$ cat src/design/ftfd_pkg.sv
package ftfd_pkg;

  // Depth of the command queue between the parser and the tracker.
  localparam int unsigned QUEUE_DEPTH = 4;

  // Header pattern and tail bytes of a frame.
  localparam logic [7:0] HDR_BYTE0 = 8'h0F;
  localparam logic [7:0] HDR_BYTE1 = 8'hF0;
  localparam logic [7:0] HDR_BYTE2 = 8'h00;
  localparam logic [7:0] HDR_BYTE3 = 8'hFF;
  localparam logic [7:0] TAIL_CR   = 8'h0D;
  localparam logic [7:0] TAIL_LF   = 8'h0A;

  // Frame types understood by the tracker.
  localparam logic [7:0] TYPE_START  = 8'd1;
  localparam logic [7:0] TYPE_DATA   = 8'd2;
  localparam logic [7:0] TYPE_END    = 8'd3;
  localparam logic [7:0] TYPE_CANCEL = 8'd4;

  // Reply codes.
  localparam logic [2:0] RC_NONE      = 3'd0;
  localparam logic [2:0] RC_START_ACK = 3'd1;
  localparam logic [2:0] RC_END_ACK   = 3'd3;
  localparam logic [2:0] RC_CANCEL    = 3'd4;

  // A start frame is taken only with at least this many payload bytes; the file size is in the first four.
  localparam logic [15:0] START_MIN_LEN = 16'd5;

  localparam logic [6:0] PCT_FULL = 7'd100;

  // One command handed from the parser to the tracker.
  typedef struct packed {
    logic        is_verdict;
    logic [7:0]  data;
    logic [7:0]  ftype;
    logic        ok;
    logic [15:0] length;
    logic [31:0] size;
  } cmd_t;

  function automatic logic [7:0] hdr_byte(input logic [1:0] idx);
    logic [7:0] b;
    case (idx)
      2'd0: b = HDR_BYTE0;
      2'd1: b = HDR_BYTE1;
      2'd2: b = HDR_BYTE2;
      2'd3: b = HDR_BYTE3;
      default: b = HDR_BYTE0;
    endcase
    return b;
  endfunction

endpackage

$ cat src/design/ftfd_front.sv
module ftfd_front (
  input  logic              clk_i,
  input  logic              rst_ni,
  input  logic              in_valid_i,
  output logic              in_stall_o,
  input  logic [7:0]        rx_byte_i,
  input  logic              full_i,
  output logic              push_o,
  output ftfd_pkg::cmd_t    cmd_o
);

  typedef enum logic [2:0] {
    PH_HUNT, PH_LEN_HI, PH_LEN_LO, PH_TYPE, PH_PAYLOAD, PH_TAIL_A, PH_TAIL_B
  } phase_e;

  phase_e      phase_q, phase_d;
  logic [1:0]  hdr_cnt_q, hdr_cnt_d;
  logic [15:0] len_q, len_d;
  logic [7:0]  type_q, type_d;
  logic [15:0] idx_q, idx_d;
  logic [31:0] size_q, size_d;
  logic        tail_seen_q, tail_seen_d;
  logic        accept;
  logic [15:0] idx_inc;

  assign in_stall_o = full_i;
  assign accept     = in_valid_i && !full_i;
  assign idx_inc    = idx_q + 16'd1;

  always_comb begin
    phase_d     = phase_q;
    hdr_cnt_d   = hdr_cnt_q;
    len_d       = len_q;
    type_d      = type_q;
    idx_d       = idx_q;
    size_d      = size_q;
    tail_seen_d = tail_seen_q;
    push_o      = 1'b0;
    cmd_o.is_verdict = 1'b0;
    cmd_o.data       = rx_byte_i;
    cmd_o.ftype      = type_q;
    cmd_o.ok         = 1'b0;
    cmd_o.length     = len_q;
    cmd_o.size       = size_q;
    if (accept) begin
      case (phase_q)
        PH_HUNT: begin
          if (rx_byte_i == ftfd_pkg::hdr_byte(hdr_cnt_q)) begin
            if (hdr_cnt_q == 2'd3) begin
              hdr_cnt_d = 2'd0;
              phase_d   = PH_LEN_HI;
            end else begin
              hdr_cnt_d = hdr_cnt_q + 2'd1;
            end
          end else begin
            hdr_cnt_d = (rx_byte_i == ftfd_pkg::HDR_BYTE0) ? 2'd1 : 2'd0;
          end
        end
        PH_LEN_HI: begin
          len_d   = {rx_byte_i, 8'h00};
          phase_d = PH_LEN_LO;
        end
        PH_LEN_LO: begin
          len_d   = {len_q[15:8], rx_byte_i};
          phase_d = PH_TYPE;
        end
        PH_TYPE: begin
          type_d      = rx_byte_i;
          idx_d       = 16'd0;
          size_d      = 32'd0;
          tail_seen_d = 1'b0;
          phase_d     = (len_q == 16'd0) ? PH_TAIL_A : PH_PAYLOAD;
        end
        PH_PAYLOAD: begin
          if (idx_q < 16'd4) begin
            size_d = {size_q[23:0], rx_byte_i};
          end
          idx_d = idx_inc;
          if (idx_inc >= len_q) begin
            phase_d = PH_TAIL_A;
          end
          push_o = 1'b1;
        end
        PH_TAIL_A: begin
          tail_seen_d = (rx_byte_i == ftfd_pkg::TAIL_CR);
          phase_d     = PH_TAIL_B;
        end
        PH_TAIL_B: begin
          push_o           = 1'b1;
          cmd_o.is_verdict = 1'b1;
          cmd_o.ok         = tail_seen_q && (rx_byte_i == ftfd_pkg::TAIL_LF);
          tail_seen_d      = 1'b0;
          hdr_cnt_d        = 2'd0;
          phase_d          = PH_HUNT;
        end
        default: begin
          hdr_cnt_d = 2'd0;
          phase_d   = PH_HUNT;
        end
      endcase
    end
  end

  always_ff @(posedge clk_i or negedge rst_ni) begin
    if (!rst_ni) begin
      phase_q     <= PH_HUNT;
      hdr_cnt_q   <= 2'd0;
      len_q       <= 16'd0;
      type_q      <= 8'd0;
      idx_q       <= 16'd0;
      size_q      <= 32'd0;
      tail_seen_q <= 1'b0;
    end else begin
      phase_q     <= phase_d;
      hdr_cnt_q   <= hdr_cnt_d;
      len_q       <= len_d;
      type_q      <= type_d;
      idx_q       <= idx_d;
      size_q      <= size_d;
      tail_seen_q <= tail_seen_d;
    end
  end

endmodule

$ cat src/design/ftfd_queue.sv
module ftfd_queue #(
  parameter int unsigned Depth = ftfd_pkg::QUEUE_DEPTH
) (
  input  logic           clk_i,
  input  logic           rst_ni,
  input  logic           push_i,
  input  ftfd_pkg::cmd_t cmd_i,
  output logic           full_o,
  input  logic           pop_i,
  output ftfd_pkg::cmd_t cmd_o,
  output logic           valid_o
);

  localparam int unsigned PtrW = (Depth > 1) ? $clog2(Depth) : 1;
  localparam int unsigned CntW = $clog2(Depth + 1);

  ftfd_pkg::cmd_t mem_q [Depth];
  logic [PtrW-1:0] wr_ptr_q, rd_ptr_q;
  logic [CntW-1:0] cnt_q;
  logic            do_push, do_pop;

  assign full_o  = (cnt_q == CntW'(Depth));
  assign valid_o = (cnt_q != '0);
  assign cmd_o   = mem_q[rd_ptr_q];
  assign do_push = push_i && !full_o;
  assign do_pop  = pop_i && valid_o;

  function automatic logic [PtrW-1:0] ptr_next(input logic [PtrW-1:0] p);
    return (p == PtrW'(Depth - 1)) ? '0 : p + PtrW'(1);
  endfunction

  always_ff @(posedge clk_i) begin
    if (do_push) begin
      mem_q[wr_ptr_q] <= cmd_i;
    end
  end

  always_ff @(posedge clk_i or negedge rst_ni) begin
    if (!rst_ni) begin
      wr_ptr_q <= '0;
      rd_ptr_q <= '0;
      cnt_q    <= '0;
    end else begin
      if (do_push) begin
        wr_ptr_q <= ptr_next(wr_ptr_q);
      end
      if (do_pop) begin
        rd_ptr_q <= ptr_next(rd_ptr_q);
      end
      if (do_push && !do_pop) begin
        cnt_q <= cnt_q + CntW'(1);
      end else if (do_pop && !do_push) begin
        cnt_q <= cnt_q - CntW'(1);
      end
    end
  end

endmodule

$ cat src/design/ftfd_back.sv
module ftfd_back (
  input  logic           clk_i,
  input  logic           rst_ni,
  input  logic           cmd_valid_i,
  input  ftfd_pkg::cmd_t cmd_i,
  output logic           pop_o,
  output logic           out_valid_o,
  input  logic           out_stall_i,
  output logic           out_kind_o,
  output logic [7:0]     payload_byte_o,
  output logic [7:0]     frame_type_o,
  output logic           frame_ok_o,
  output logic [2:0]     reply_code_o,
  output logic           reply_flag_o,
  output logic           progress_valid_o,
  output logic [6:0]     progress_percent_o,
  output logic           transfer_done_o,
  output logic [31:0]    announced_size_o
);

  typedef enum logic [1:0] { B_IDLE, B_MUL, B_DIV, B_EMIT } state_e;

  state_e      state_q, state_d;
  logic [31:0] fs_q, fs_d;
  logic [33:0] rcv_q, rcv_d;
  logic        open_q, open_d;
  logic [38:0] num_q, num_d;
  logic [38:0] dsh_q, dsh_d;
  logic [6:0]  quot_q, quot_d;
  logic [2:0]  step_q, step_d;
  logic        ov_q, ov_d;
  logic        kind_q, kind_d;
  logic [7:0]  byte_q, byte_d;
  logic [7:0]  type_q, type_d;
  logic        ok_q, ok_d;
  logic [2:0]  reply_q, reply_d;
  logic        flag_q, flag_d;
  logic        pv_q, pv_d;
  logic [6:0]  pct_q, pct_d;
  logic        done_q, done_d;
  logic        out_free;
  logic [33:0] rcv_sum;

  assign out_free = !ov_q || !out_stall_i;
  assign rcv_sum  = rcv_q + {18'd0, cmd_i.length};

  always_comb begin
    state_d = state_q;
    fs_d    = fs_q;
    rcv_d   = rcv_q;
    open_d  = open_q;
    num_d   = num_q;
    dsh_d   = dsh_q;
    quot_d  = quot_q;
    step_d  = step_q;
    ov_d    = (ov_q && out_stall_i);
    kind_d  = kind_q;
    byte_d  = byte_q;
    type_d  = type_q;
    ok_d    = ok_q;
    reply_d = reply_q;
    flag_d  = flag_q;
    pv_d    = pv_q;
    pct_d   = pct_q;
    done_d  = done_q;
    pop_o   = 1'b0;
    case (state_q)
      B_IDLE: begin
        if (cmd_valid_i && out_free) begin
          pop_o   = 1'b1;
          ov_d    = 1'b1;
          kind_d  = cmd_i.is_verdict;
          byte_d  = cmd_i.is_verdict ? 8'd0 : cmd_i.data;
          type_d  = cmd_i.ftype;
          ok_d    = cmd_i.is_verdict && cmd_i.ok;
          reply_d = ftfd_pkg::RC_NONE;
          flag_d  = 1'b0;
          pv_d    = 1'b0;
          pct_d   = 7'd0;
          done_d  = 1'b0;
          if (cmd_i.is_verdict && cmd_i.ok) begin
            case (cmd_i.ftype)
              ftfd_pkg::TYPE_START: begin
                open_d = 1'b0;
                if (cmd_i.length >= ftfd_pkg::START_MIN_LEN) begin
                  fs_d    = cmd_i.size;
                  rcv_d   = 34'd0;
                  open_d  = 1'b1;
                  reply_d = ftfd_pkg::RC_START_ACK;
                end
              end
              ftfd_pkg::TYPE_DATA: begin
                if (!open_q) begin
                  reply_d = ftfd_pkg::RC_CANCEL;
                end else begin
                  rcv_d = rcv_sum;
                  pv_d  = 1'b1;
                  if (rcv_sum >= {2'b00, fs_q}) begin
                    open_d = 1'b0;
                    done_d = 1'b1;
                    pct_d  = ftfd_pkg::PCT_FULL;
                  end else begin
                    // Result is held back until the percentage is worked out.
                    ov_d    = 1'b0;
                    state_d = B_MUL;
                  end
                end
              end
              ftfd_pkg::TYPE_END: begin
                open_d  = 1'b0;
                reply_d = ftfd_pkg::RC_END_ACK;
                flag_d  = (rcv_q == {2'b00, fs_q});
              end
              ftfd_pkg::TYPE_CANCEL: begin
                open_d = 1'b0;
              end
              default: begin
              end
            endcase
          end
        end
      end
      B_MUL: begin
        // The count is below the file size here, so it fits in 32 bits.
        num_d   = 39'(rcv_q[31:0]) * 39'd100;
        dsh_d   = {1'b0, fs_q, 6'd0};
        quot_d  = 7'd0;
        step_d  = 3'd6;
        state_d = B_DIV;
      end
      B_DIV: begin
        if (num_q >= dsh_q) begin
          num_d  = num_q - dsh_q;
          quot_d = quot_q | (7'd1 << step_q);
        end
        dsh_d = dsh_q >> 1;
        if (step_q == 3'd0) begin
          state_d = B_EMIT;
        end else begin
          step_d = step_q - 3'd1;
        end
      end
      B_EMIT: begin
        if (out_free) begin
          pct_d   = quot_q;
          ov_d    = 1'b1;
          state_d = B_IDLE;
        end
      end
      default: begin
        state_d = B_IDLE;
      end
    endcase
  end

  always_ff @(posedge clk_i or negedge rst_ni) begin
    if (!rst_ni) begin
      state_q <= B_IDLE;
      fs_q    <= 32'd0;
      rcv_q   <= 34'd0;
      open_q  <= 1'b0;
      num_q   <= 39'd0;
      dsh_q   <= 39'd0;
      quot_q  <= 7'd0;
      step_q  <= 3'd0;
      ov_q    <= 1'b0;
      kind_q  <= 1'b0;
      byte_q  <= 8'd0;
      type_q  <= 8'd0;
      ok_q    <= 1'b0;
      reply_q <= ftfd_pkg::RC_NONE;
      flag_q  <= 1'b0;
      pv_q    <= 1'b0;
      pct_q   <= 7'd0;
      done_q  <= 1'b0;
    end else begin
      state_q <= state_d;
      fs_q    <= fs_d;
      rcv_q   <= rcv_d;
      open_q  <= open_d;
      num_q   <= num_d;
      dsh_q   <= dsh_d;
      quot_q  <= quot_d;
      step_q  <= step_d;
      ov_q    <= ov_d;
      kind_q  <= kind_d;
      byte_q  <= byte_d;
      type_q  <= type_d;
      ok_q    <= ok_d;
      reply_q <= reply_d;
      flag_q  <= flag_d;
      pv_q    <= pv_d;
      pct_q   <= pct_d;
      done_q  <= done_d;
    end
  end

  // The file size only changes when a new result is loaded, so it can be
  // shown directly with every result.
  assign out_valid_o        = ov_q;
  assign out_kind_o         = kind_q;
  assign payload_byte_o     = byte_q;
  assign frame_type_o       = type_q;
  assign frame_ok_o         = ok_q;
  assign reply_code_o       = reply_q;
  assign reply_flag_o       = flag_q;
  assign progress_valid_o   = pv_q;
  assign progress_percent_o = pct_q;
  assign transfer_done_o    = done_q;
  assign announced_size_o   = fs_q;

  a_pct_range: assert property (@(posedge clk_i) disable iff (!rst_ni)
    ov_q |-> pct_q <= ftfd_pkg::PCT_FULL)
    else $error("progress above full scale");

  a_done_full: assert property (@(posedge clk_i) disable iff (!rst_ni)
    ov_q && done_q |-> pv_q && pct_q == ftfd_pkg::PCT_FULL && reply_q == ftfd_pkg::RC_NONE)
    else $error("completion without full progress");

  a_payload_clean: assert property (@(posedge clk_i) disable iff (!rst_ni)
    ov_q && !kind_q |-> !ok_q && reply_q == ftfd_pkg::RC_NONE && !pv_q && !done_q)
    else $error("payload result carries verdict fields");

  a_mul_then_div: assert property (@(posedge clk_i) disable iff (!rst_ni)
    state_q == B_MUL |=> state_q == B_DIV && !ov_q)
    else $error("division did not follow the product");

endmodule

$ cat src/design/file_transfer_frame_deframer.sv
// Channel  | Handshake                    | Fields
// ---------+------------------------------+---------------------------------------------
// input    | in_valid_i / in_stall_o      | rx_byte_i
// output   | out_valid_o / out_stall_i    | out_kind_o, payload_byte_o, frame_type_o,
//          |                              | frame_ok_o, reply_code_o, reply_flag_o,
//          |                              | progress_valid_o, progress_percent_o,
//          |                              | transfer_done_o, announced_size_o
//
// The parser takes one byte every cycle while its command queue has room.
// A payload byte or a verdict is loaded into the output register at the edge
// that takes it from the queue, where the parser wrote it once the byte that
// caused it was accepted. A data frame that needs a progress figure holds the
// tracker for the load, one multiply, seven restoring divide steps and the
// final load of the percentage, which is what limits the sustained rate on
// short data frames.
// Reset clears the parser, the queue pointers, the tracker and the output
// valid at once; there is no clearing pass.
// A stall on the output holds the result register and backs up the queue,
// and the input is stalled only when the queue is full.
module file_transfer_frame_deframer #(
  parameter int unsigned QueueDepth = ftfd_pkg::QUEUE_DEPTH
) (
  input  logic        clk_i,
  input  logic        rst_ni,
  input  logic        in_valid_i,
  output logic        in_stall_o,
  input  logic [7:0]  rx_byte_i,
  output logic        out_valid_o,
  input  logic        out_stall_i,
  output logic        out_kind_o,
  output logic [7:0]  payload_byte_o,
  output logic [7:0]  frame_type_o,
  output logic        frame_ok_o,
  output logic [2:0]  reply_code_o,
  output logic        reply_flag_o,
  output logic        progress_valid_o,
  output logic [6:0]  progress_percent_o,
  output logic        transfer_done_o,
  output logic [31:0] announced_size_o
);

  // Commands flow from the parser through the queue to the tracker. Each
  // command is either a payload byte or an end-of-frame verdict that carries
  // everything the tracker needs: type, length and the leading size bytes.
  ftfd_pkg::cmd_t push_cmd, pop_cmd;
  logic           push, full, pop, cmd_valid;

  ftfd_front u_front (
    .clk_i      (clk_i),
    .rst_ni     (rst_ni),
    .in_valid_i (in_valid_i),
    .in_stall_o (in_stall_o),
    .rx_byte_i  (rx_byte_i),
    .full_i     (full),
    .push_o     (push),
    .cmd_o      (push_cmd)
  );

  ftfd_queue #(
    .Depth (QueueDepth)
  ) u_queue (
    .clk_i   (clk_i),
    .rst_ni  (rst_ni),
    .push_i  (push),
    .cmd_i   (push_cmd),
    .full_o  (full),
    .pop_i   (pop),
    .cmd_o   (pop_cmd),
    .valid_o (cmd_valid)
  );

  // The tracker owns the transfer state and the output register. The
  // progress percentage is found with a bit-per-cycle restoring divider,
  // which only ever needs seven quotient bits because the count is below
  // the file size whenever a division is needed.
  ftfd_back u_back (
    .clk_i              (clk_i),
    .rst_ni             (rst_ni),
    .cmd_valid_i        (cmd_valid),
    .cmd_i              (pop_cmd),
    .pop_o              (pop),
    .out_valid_o        (out_valid_o),
    .out_stall_i        (out_stall_i),
    .out_kind_o         (out_kind_o),
    .payload_byte_o     (payload_byte_o),
    .frame_type_o       (frame_type_o),
    .frame_ok_o         (frame_ok_o),
    .reply_code_o       (reply_code_o),
    .reply_flag_o       (reply_flag_o),
    .progress_valid_o   (progress_valid_o),
    .progress_percent_o (progress_percent_o),
    .transfer_done_o    (transfer_done_o),
    .announced_size_o   (announced_size_o)
  );

endmodule
$ cat config.mk
export PLATFORM = sky130hd
export DESIGN_NAME = file_transfer_frame_deframer
export DESIGN_NICKNAME = d
export VERILOG_FILES = /design/src/design/ftfd_pkg.sv /design/src/design/ftfd_front.sv /design/src/design/ftfd_queue.sv /design/src/design/ftfd_back.sv /design/src/design/file_transfer_frame_deframer.sv
export SDC_FILE = /design/constraint.sdc
export NUM_CORES = 1
export LEC_CHECK = 0
export BUFFER_PORTS_ARGS = -buffer_cell sky130_fd_sc_hd__buf_2
export CAP_MARGIN = 5
export CORE_MARGIN = 1.5
export CORE_UTILIZATION = 40
export CTS_BUF_LIST = sky130_fd_sc_hd__clkbuf_4
export CTS_CLUSTER_DIAMETER = 200
export DETAILED_ROUTE_END_ITERATION = 12
export GPL_TIMING_DRIVEN = 0
export SYNTH_ARGS = -nofsm -noshare
export SYNTH_HDL_FRONTEND = slang
export SYNTH_SLANG_ARGS = --single-unit
export TNS_END_PERCENT = 5
$ cat constraint.sdc
create_clock -name clk_i -period 12.67 [get_ports clk_i]
set_input_delay 2.534 -clock clk_i [delete_from_list [all_inputs] [get_ports clk_i]]
set_output_delay 2.534 -clock clk_i [all_outputs]
set_load 0.005 [all_outputs]
==> impl.org, run 1 <==
** Finish
- The finished layout holds 4032 standard cells, fillers aside.
- The final layout contains 3204 nets.
- Layout Area Growth over Synthesis :: 12.74%
- Share of layout cells above drive strength 1 :: 15.63%
- Cells fill 45.37% of the core in the end.

** Synth
- After synthesis, the share of cell area in mux cells is 7.073%.
- Summed instance area of the synthesized netlist :: 29860 µm²
- Yosys mapped a number of flops with a built-in enable equal to 264.
- Sequential elements use 49.43% of the synthesized area.
- The most used flip-flop cell after synthesis is sky130_fd_sc_hd__dfrtp_1.
- Synthesis instantiated 95 different standard cells from the library.
- In this run the mean area of a mapped cell was 11.01 µm².
- Synthesis handed over a netlist of 2713 instances.
- Fraction of the mapped netlist area in simple logic gates :: 11.02%
- After Yosys synthesis, XOR and XNOR cells account for 4.106% of the synthesized area.
- The synthesized netlist devotes 11.23% of its cell area to adder and majority cells.
- Main combinational cell family by area after synthesis :: compound AO/OA/AOI/OAI gates
- For this run, asynchronously set or reset flops after synthesis account for 50.84%.
- Area fraction in compound gates after synthesis :: 12.23%
- Syn Nets :: 2975
- Count of state elements after synthesis :: 537
- Yosys warns :: 0

** Clock tree
- Root buf cell :: sky130_fd_sc_hd__clkbuf_4
- Counting the buffers created by CTS gives 145.
- The clock drives 537 sinks.
- CTS built an H-tree with a depth of 4.
- Cts hold-fix bufs :: 0
- TritonCTS built the clock tree.
- Clock-pin slew was measured on the worst setup and hold paths at 60 ps.
- Number of buffers inserted by post-CTS setup repair :: 0
- Cells resized by post-CTS repair :: 0
- Bufs on Longest Clock Path :: 3
- At the later pin of the worst-skew pair, clock insertion delay measures 990 ps.

** Floorplanning
- From left edge to right edge, the die measures 276.2 µm.
- Overall die area :: 76300 µm²
- 77 I/O pins were placed.
- The initial utilization of the core area, before any placement, comes to 40.24%.
- Number of standard-cell rows in the floorplan :: 100
- The floorplan step defined a core boundary enclosing 74200 µm².
- Measured along the y axis, the die boundary spans 276.2 µm.

** Drt
- Once detail routing completed, the nets flagged for antenna violations numbered 0.
- In the final routed layout, each cell accounts on average for 20.27 µm.
- Wires add up to 81730 µm.
- After the first detailed-routing iteration, the DRC count stood at 1454.
- Via count :: 21820
- DRC viols :: 0
- In the routed layout, each cell is associated on average with a via count of 5.410.
- The first TritonRoute pass finished after 6 iterations.

** Power
- Lkg Pwr :: 15.39 nW
- The share of total power dissipated in sequential elements is 46.5%.
- Power density over the cells :: 118.5 nW/µm²
- Per report_power, the combinational group accounts for 12.0% of the total.
- The internal power of the cells totals 2.947 mW.
- Worst IR drop on VDD :: 0.1028 mV
- In this run switching power makes up 26.11% of total power.
- In this run, the clock network consumes 41.4% of the power.
- In this run the power spent charging and discharging nets is 1.042 mW.

** Critical path
- Endpoint class of the critical path :: register
- Of all nets on the critical path, the largest fanout is 10.
- Reg2Reg Depth :: 22
- The worst setup path is of the register to register kind.
- STA puts the critical path data arrival time at 7410 ps.
- For the worst setup path, the data required time is 13510 ps.
- Critical path launch point type :: register

** Placement
- Pre-CTS WS :: 6081 ps
- Estimated wirelength of the detail-placed design :: 61280 µm
- Buffers placed on the I/O ports in this run total 76.
- Including well taps, the total number of placed cells is 3764.
- Weighted congestion reported at the end of routability-driven placement :: 0.9160

** Timing
- Slew HR :: 19.22%
- Setup_tns :: 0 ps
- The count of final hold-check violations came to 0.
- RSZ-0062 raised after global routing :: no
- The smallest clock period supported by the final layout is computed as 6579 ps.
- The worst path meets setup with 6092 ps of slack.
- On the final layout, the worst clock skew is 72.56 ps.
- Setup violations remaining at the end of the flow were counted as 0.
- Fmax achieved :: 0.1520 GHz
- Worst slew pin tran :: 1201 ps
- The final max-slew violation count came to 0.
- The worst path uses 51.92% of the clock period.

** Global routing
- Entering global routing, the biggest net connects 108 pins.
- Overall overflow remaining after global route :: 0
- First-pass GRT wire length :: 127700 µm
- Initial antenna violation count :: 2
- Aggregate global-route resource usage :: 21.65%
- The number of global-route vias before repair was 22550.

** Min path
- The worst hold path passes through 0 cells.
- The tightest min-delay check is of the register to register type.

** Flow run
- Number of maximum-capacitance violations :: 0

** Run status
- Status :: finished, final reports clean
-- cell usage in the layout (no fill, tap or decap), types with 11 or more instances in the layout --
| cell | Yosys | final |
|---|---|---|
| sky130_fd_sc_hd__nor3_1 | 26 | 26 |
| sky130_fd_sc_hd__mux2_2 | 20 | 20 |
| sky130_fd_sc_hd__and3_1 | 20 | 20 |
| sky130_fd_sc_hd__inv_1 | 262 | 262 |
| sky130_fd_sc_hd__a31oi_1 | 20 | 20 |
| sky130_fd_sc_hd__a21o_1 | 72 | 72 |
| sky130_fd_sc_hd__o31ai_1 | 14 | 14 |
| sky130_fd_sc_hd__nor4_1 | 21 | 21 |
| sky130_fd_sc_hd__dfrtp_1 | 273 | 273 |
| sky130_fd_sc_hd__nand2_1 | 295 | 295 |
| sky130_fd_sc_hd__mux4_2 | 65 | 65 |
| sky130_fd_sc_hd__clkbuf_4 | 1 | 225 |
| sky130_fd_sc_hd__a21oi_1 | 140 | 140 |
| sky130_fd_sc_hd__clkbuf_1 | 69 | 69 |
| sky130_fd_sc_hd__nand4_1 | 37 | 37 |
| sky130_fd_sc_hd__o21ai_0 | 163 | 163 |
| sky130_fd_sc_hd__xnor2_1 | 86 | 86 |
| sky130_fd_sc_hd__o21a_1 | 14 | 14 |
| sky130_fd_sc_hd__a22o_1 | 11 | 11 |
| sky130_fd_sc_hd__o211ai_1 | 13 | 13 |
| sky130_fd_sc_hd__mux2i_1 | 40 | 40 |
| sky130_fd_sc_hd__nand3_1 | 104 | 104 |
| sky130_fd_sc_hd__edfxtp_1 | 264 | 264 |
| sky130_fd_sc_hd__nand2b_1 | 13 | 13 |
| sky130_fd_sc_hd__ha_1 | 220 | 220 |
| sky130_fd_sc_hd__buf_2 | 22 | 97 |
| sky130_fd_sc_hd__xor2_1 | 54 | 54 |
| sky130_fd_sc_hd__nor2b_1 | 12 | 12 |
| sky130_fd_sc_hd__clkinv_1 | 0 | 21 |
| sky130_fd_sc_hd__fa_1 | 30 | 30 |
| sky130_fd_sc_hd__o21ai_1 | 39 | 39 |
| sky130_fd_sc_hd__nor2_1 | 136 | 136 |
-- power by group through the flow --
stage	clock network [mW]	logic, mW	registers [mW]
after floorplan	0	0.336	1.89
after global placement	0	0.474	1.89
after detailed placement	0	0.489	1.89
after CTS	1.70	0.491	1.86
after global routing	1.80	0.526	1.86
final	1.65	0.479	1.86
-- kinds of logic after synthesis --
group / count (synthesis)
AOI/OAI and AO/OA: 576
muxes: 127
DFF: 537
buffers and inverters: 372
and+or+nand+nor: 711
xor gates and xnor gates: 140
adders and majority gates: 250
-- final cells by class --
cell class	count	area (µm²)
Antenna cell	4	10.01
Buffer	109	479.2
Clock buffer	224	1682
Clock inverter	40	334.1
Fill cell	6971	40530
Inverter	263	987.2
Multi-Input combinational cell	1804	13640
Sequential cell	537	14760
Tap cell	969	1212
Timing Repair Buffer	82	555.5
-- cell usage after synthesis (9+ instances only) --
| cell type | instances | area (µm²) |
|---|---|---|
| sky130_fd_sc_hd__fa_1 | 30 | 600.6 |
| sky130_fd_sc_hd__ha_1 | 220 | 2753 |
| sky130_fd_sc_hd__mux2i_1 | 40 | 400.4 |
| sky130_fd_sc_hd__nand2_1 | 295 | 1107 |
| sky130_fd_sc_hd__and3_1 | 20 | 125.1 |
| sky130_fd_sc_hd__nor4_1 | 21 | 131.4 |
| sky130_fd_sc_hd__dfrtp_1 | 273 | 6832 |
| sky130_fd_sc_hd__a31oi_1 | 20 | 125.1 |
| sky130_fd_sc_hd__a22o_1 | 11 | 96.34 |
| sky130_fd_sc_hd__nor2b_1 | 12 | 75.07 |
| sky130_fd_sc_hd__xor2_1 | 54 | 473.0 |
| sky130_fd_sc_hd__nand4_1 | 37 | 231.5 |
| sky130_fd_sc_hd__buf_2 | 22 | 110.1 |
| sky130_fd_sc_hd__a21oi_1 | 140 | 700.7 |
| sky130_fd_sc_hd__o21a_1 | 14 | 105.1 |
| sky130_fd_sc_hd__nand3_1 | 104 | 520.5 |
| sky130_fd_sc_hd__a21o_1 | 72 | 540.5 |
| sky130_fd_sc_hd__nor2_1 | 136 | 510.5 |
| sky130_fd_sc_hd__mux4_2 | 65 | 1464 |
| sky130_fd_sc_hd__o21bai_1 | 10 | 75.07 |
| sky130_fd_sc_hd__o211ai_1 | 13 | 97.59 |
| sky130_fd_sc_hd__o21ai_0 | 163 | 815.8 |
| sky130_fd_sc_hd__buf_1 | 9 | 33.78 |
| sky130_fd_sc_hd__xnor2_1 | 86 | 753.2 |
| sky130_fd_sc_hd__or3_1 | 10 | 62.56 |
| sky130_fd_sc_hd__inv_1 | 262 | 983.4 |
| sky130_fd_sc_hd__clkbuf_1 | 69 | 259.0 |
| sky130_fd_sc_hd__o21ai_1 | 39 | 195.2 |
| sky130_fd_sc_hd__mux2_2 | 20 | 225.2 |
| sky130_fd_sc_hd__nor3_1 | 26 | 130.1 |
| sky130_fd_sc_hd__nand2b_1 | 13 | 81.33 |
| sky130_fd_sc_hd__o31ai_1 | 14 | 105.1 |
| sky130_fd_sc_hd__edfxtp_1 | 264 | 7928 |
-- path summary, 6_finish.rpt --
| check | startpoint | endpoint | slack [ps] |
|---|---|---|---|
| worst max-delay path | u_queue.rd_ptr_q[1] | u_back.progress_percent_o[5] | 6090 |
| worst min-delay path | u_front.size_q[25] | u_queue.mem_q[3][25] | 480 |
| worst max register to register | u_queue.rd_ptr_q[1] | u_back.progress_percent_o[5] | 6090 |
| worst min register to register | u_front.size_q[25] | u_queue.mem_q[3][25] | 480 |
| max in group asynchronous | rst_ni | u_front.type_q[2] | 10070 |
| min in group asynchronous | rst_ni | u_back.num_q[37] | 1550 |
-- routing by layer --
metal	track usage (%)	share of wire, %
met5	0	0
met4	10.04	3.9
met3	3.777	4.8
met2	36.04	48
met1	27.53	43
-- flip-flops by register name, summed over array words and instances, names as in the netlist, 3 cells and up --
name and count:
u_back.announced_size_o 32, u_back.dsh_q 38, u_back.frame_type_o 8, u_back.num_q 39, u_back.payload_byte_o 8, u_back.progress_percent_o 7
u_back.quot_q 7, u_back.rcv_q 34, u_back.reply_code_o 3, u_back.step_q 3, u_front.idx_q 16, u_front.len_q 16
u_front.phase_q 3, u_front.size_q 32, u_front.type_q 8, u_queue.cnt_q 3, u_queue.mem_q 264
-- metrics by stage --
step / hold slack [ps] / total power, mW / instance area [µm²]
after detailed placement: 470.6 / 2.380 / 31640
after global placement: 460.3 / 2.364 / 31450
after global routing: 498.8 / 4.187 / 33660
after floorplan: 448.5 / 2.223 / 29860
final: 484.7 / 3.989 / 33660
after CTS: 484.3 / 4.052 / 33650
-- critical path, cell delays in order, from the launching register on --
cell                        delay [ps]
sky130_fd_sc_hd__dfrtp_1           350
sky130_fd_sc_hd__clkbuf_1          250
sky130_fd_sc_hd__clkbuf_1          580
sky130_fd_sc_hd__mux4_2            430
sky130_fd_sc_hd__ha_1              230
sky130_fd_sc_hd__fa_1              400
sky130_fd_sc_hd__a21o_1            200
sky130_fd_sc_hd__a21oi_1           280
sky130_fd_sc_hd__o21bai_1          100
sky130_fd_sc_hd__a21oi_1           240
sky130_fd_sc_hd__o21bai_1          100
sky130_fd_sc_hd__a21oi_1           180
sky130_fd_sc_hd__xnor2_1           120
sky130_fd_sc_hd__ha_1              200
sky130_fd_sc_hd__or3_1             360
sky130_fd_sc_hd__a2111oi_0         370
sky130_fd_sc_hd__o21ai_1           220
sky130_fd_sc_hd__a221oi_2          360
sky130_fd_sc_hd__o211ai_1          170
sky130_fd_sc_hd__a221o_1           440
sky130_fd_sc_hd__a21oi_4           310
sky130_fd_sc_hd__a21oi_1           190
sky130_fd_sc_hd__a211o_1           340
(Power assumes the default switching activity.)
==> run 2, diff against run 1 <==
Clock period 12.67 ns to 6.28 ns, I/O delays scaled along.
==> impl.org, run 2 (synthesis gave the netlist of run 1 again) <==
** Finish
- Top library cells by usage in the layout, fill and taps aside :: 295 x sky130_fd_sc_hd__nand2_1, 273 x sky130_fd_sc_hd__dfrtp_1, 264 x sky130_fd_sc_hd__edfxtp_1 (unchanged)
- Max reg flops :: 264 (unchanged)
- Share of layout cells above drive strength 1 :: 15.73% (was 15.63%)
- Largest registers ranked by flip-flop count :: u_queue.mem_q: 264 flops, u_back.num_q: 39 flops, u_back.dsh_q: 38 flops (unchanged)
- Register bank with the most flops :: u_queue.mem_q (unchanged)
- The count of non-filler cells in the finished layout is 4033 (was 4032).
- Most common cell after layout, fill and taps aside :: sky130_fd_sc_hd__nand2_1 (unchanged)
- The count of filler cells inserted in the layout was 6966 (was 6971).
- The synthesis-to-layout area growth is 12.86% (was 12.74%).
- The share of the core filled with cells in the final layout came to 45.42% (was 45.37%).
- Sequential Area :: 14760 µm² (unchanged)
- The number of nets in the layout was 3203 (was 3204).
- Area of the multi-input gates :: 13650 µm² (was 13640 µm²)

** Power
- Lkg Pwr :: 15.40 nW (was 15.39 nW)
- The combinational fraction of design power came to 12.0% (about the same).
- Net switching component of the power :: 2.100 mW (was 1.042 mW)
- The peak ir drop on the vdd network came to 0.2075 mV (was 0.1028 mV).
- Cell-internal power :: 5.949 mW (was 2.947 mW)
- The portion of total power attributed to the clock network was 41.4% (about the same).
- The total power is 8.049 mW (was 3.989 mW).
- Share of total power in sequential cells :: 46.6% (was 46.5%)
- Net Sw Frac :: 26.09% (was 26.11%)
- Power density over the cells :: 238.9 nW/µm² (was 118.5 nW/µm²)

** Critical path
- The nature of the critical path endpoint was a register (unchanged).
- Critical-path maximum fanout :: 15 (was 10)
- Path type of the worst setup path :: register to register (unchanged)
- Critical path launch point type :: register (unchanged)
- CP required :: 7110 ps (was 13510 ps)
- The data arrival time of the critical path was 6760 ps (was 7410 ps).

** Floorplanning
- The core footprint was 74200 µm² (unchanged).
- The die height was 276.2 µm (unchanged).
- Overall die area :: 76300 µm² (unchanged)
- The initial core utilization was 40.24% (unchanged).
- Number of standard-cell rows in the floorplan :: 100 (unchanged)
- The number of placed I/O pins was 77 (unchanged).
- The x dimension of the die was 276.2 µm (unchanged).

** Clock tree
- Clock insertion delay at the later pin of the skew report :: 990 ps (about the same)
- The clock edge transition at the registers on the reported setup and hold paths is 60 ps (about the same).
- Bufs on Longest Clock Path :: 3 (unchanged)
- The total number of clock tree sinks was 537 (unchanged).
- The number of CTS-inserted buffers is 145 (unchanged).
- Root buf cell :: sky130_fd_sc_hd__clkbuf_4 (unchanged)
- The number of hold buffers added after CTS was 0 (unchanged).
- Number of levels in the clock H-tree :: 4 (unchanged)
- The TritonCTS clock tree is built (unchanged).

** Timing
- The count of final hold-check violations was 0 (unchanged).
- The post-route minimum period came to 5929 ps (was 6579 ps).
- The transition at the pin with the smallest max-transition slack came to 1191 ps (was 1201 ps).
- Slew HR :: 19.90% (was 19.22%)
- Worst Clk Skew :: 68.82 ps (was 72.56 ps)
- Count of final setup violators :: 0 (unchanged)
- RSZ-0062 raised after global routing :: no (unchanged)
- Final count of pins violating max slew :: 0 (unchanged)
- The final worst slack is 351.2 ps (was 6092 ps).
- The highest attainable clock frequency was 0.1687 GHz (was 0.1520 GHz).
- The final critical-path share of the clock period came to 94.41% (was 51.92%).

** Flow run
- Number of maximum-capacitance violations :: 0 (unchanged)

** Drt
- Via count normalized by instance count :: 5.414 (was 5.410)
- Mean routed wirelength per cell :: 20.28 µm (was 20.27 µm)
- The antenna violation net count after detailed routing was 0 (unchanged).
- Final wirelength :: 81800 µm (was 81730 µm)
- The number of detailed-route iterations in the first pass is 5 (was 6).
- The number of design-rule violations left by the first detailed-router iteration is 1564 (was 1454).
- The via count is 21840 (was 21820).
- DRC viols :: 0 (unchanged)

** Global routing
- GR Layer Usage met1 :: 27.50% (was 27.53%)
- The highest-utilization routing layer at the global route stage is met2 (unchanged).
- First-pass GRT wire length :: 127700 µm (about the same)
- Pin count of the biggest net entering global routing :: 108 (unchanged)
- The met3 track demand over resource was 3.989% (was 3.777%).
- Initial antenna violation count :: 2 (unchanged)
- Overall overflow remaining after global route :: 0 (unchanged)
- Global-route track usage on met2 :: 35.99% (was 36.04%)
- The global-route total usage across every layer is 21.67% (was 21.65%).
- Number of global-route vias before repair :: 22570 (was 22550)

** Run status
- Status :: finished, final reports clean (unchanged)

** Placement
- The detailed placer's ending HPWL was 61280 µm (unchanged).
- Cells after DPL :: 3764 (unchanged)
- Weighted congestion reported at the end of routability-driven placement :: 0.9160 (unchanged)
- Number of port buffers :: 76 (unchanged)
- Pre-CTS WS :: -309.0 ps (was 6081 ps)

** Min path
- The worst hold path class was input port to asynchronous set/reset pin (was register to register).
run 2: layout make-up:
class                   instances  share of cell area (%)
inverters                     263                   2.929
diodes                          6                 0.04455
well taps                     969                   3.598
multi-input cells            1804                   40.52
clock buffers                 224                   4.990
repair buffers                 83                   1.708
clock inverters                40                  0.9913
plain buffers                 107                   1.426
flip-flops and latches        537                   43.80
run 2: metal layers:
layer | part of all wire [%] | wire length [µm]
met4 | 4.0 | 3244
met1 | 43 | 35400
met2 | 48 | 39470
met3 | 4.5 | 3696
met5 | 0 | 0
run 2: critical path: stages (launching register included):
cell and delay, ps:
sky130_fd_sc_hd__dfrtp_1 380, sky130_fd_sc_hd__buf_8 230, sky130_fd_sc_hd__mux4_2 550, sky130_fd_sc_hd__ha_1 230, sky130_fd_sc_hd__fa_1 400, sky130_fd_sc_hd__a21o_1 210
sky130_fd_sc_hd__a21oi_2 210, sky130_fd_sc_hd__o21bai_1 80, sky130_fd_sc_hd__a21oi_1 240, sky130_fd_sc_hd__o21bai_1 100, sky130_fd_sc_hd__a21oi_1 180, sky130_fd_sc_hd__xnor2_1 120
sky130_fd_sc_hd__ha_1 200, sky130_fd_sc_hd__or3_1 360, sky130_fd_sc_hd__a2111oi_1 360, sky130_fd_sc_hd__o21ai_1 200, sky130_fd_sc_hd__a221oi_2 370, sky130_fd_sc_hd__o211ai_1 170
sky130_fd_sc_hd__a221o_1 430, sky130_fd_sc_hd__a21oi_4 160, sky130_fd_sc_hd__buf_12 140, sky130_fd_sc_hd__a21oi_1 120, sky130_fd_sc_hd__a211o_1 350
run 2: stage by stage:
stage / area (µm²) / setup TNS [ps] / hold WS [ps]
CTS: 33670 / 0 / 207.4
detailed placement: 31640 / -1642 / 470.6
global route: 33700 / 0 / 222.9
floorplan: 29860 / 0 / 448.5
finish: 33700 / 0 / 269.1
global placement: 31450 / -362860 / 460.3
run 2: worst paths after layout:
kind	startpoint	end	slack, ps	cells after the start
max in group asynchronous	rst_ni	u_front.type_q[2]	4960	2
worst max-delay path	u_queue.rd_ptr_q[0]	u_back.progress_percent_o[5]	350	22
min in group clk_i	u_front.size_q[25]	u_queue.mem_q[3][25]	480	0
worst max register to register	u_queue.rd_ptr_q[0]	u_back.progress_percent_o[5]	350	22
worst min-delay path	rst_ni	u_back.num_q[37]	270	1
worst min register to register	u_front.size_q[25]	u_queue.mem_q[3][25]	480	0
run 2: repair_timing:
| item | CTS | global route |
|---|---|---|
| hold endpoints to repair | 0 | 0 |
| gates resized for setup | 3 | 6 |
| pin swaps | 1 | 0 |
| setup endpoints to repair | 8 | 8 |
| buffers inserted | 1 | 0 |
run 2: power by group through the flow:
stage	logic, mW	registers (mW)	clock network (mW)
2_1_floorplan	0.679	3.81	0
3_3_place_gp	0.957	3.81	0
3_5_place_dp	0.986	3.82	0
4_1_cts	0.989	3.75	3.44
5_1_grt	1.06	3.75	3.64
6_report	0.962	3.75	3.34
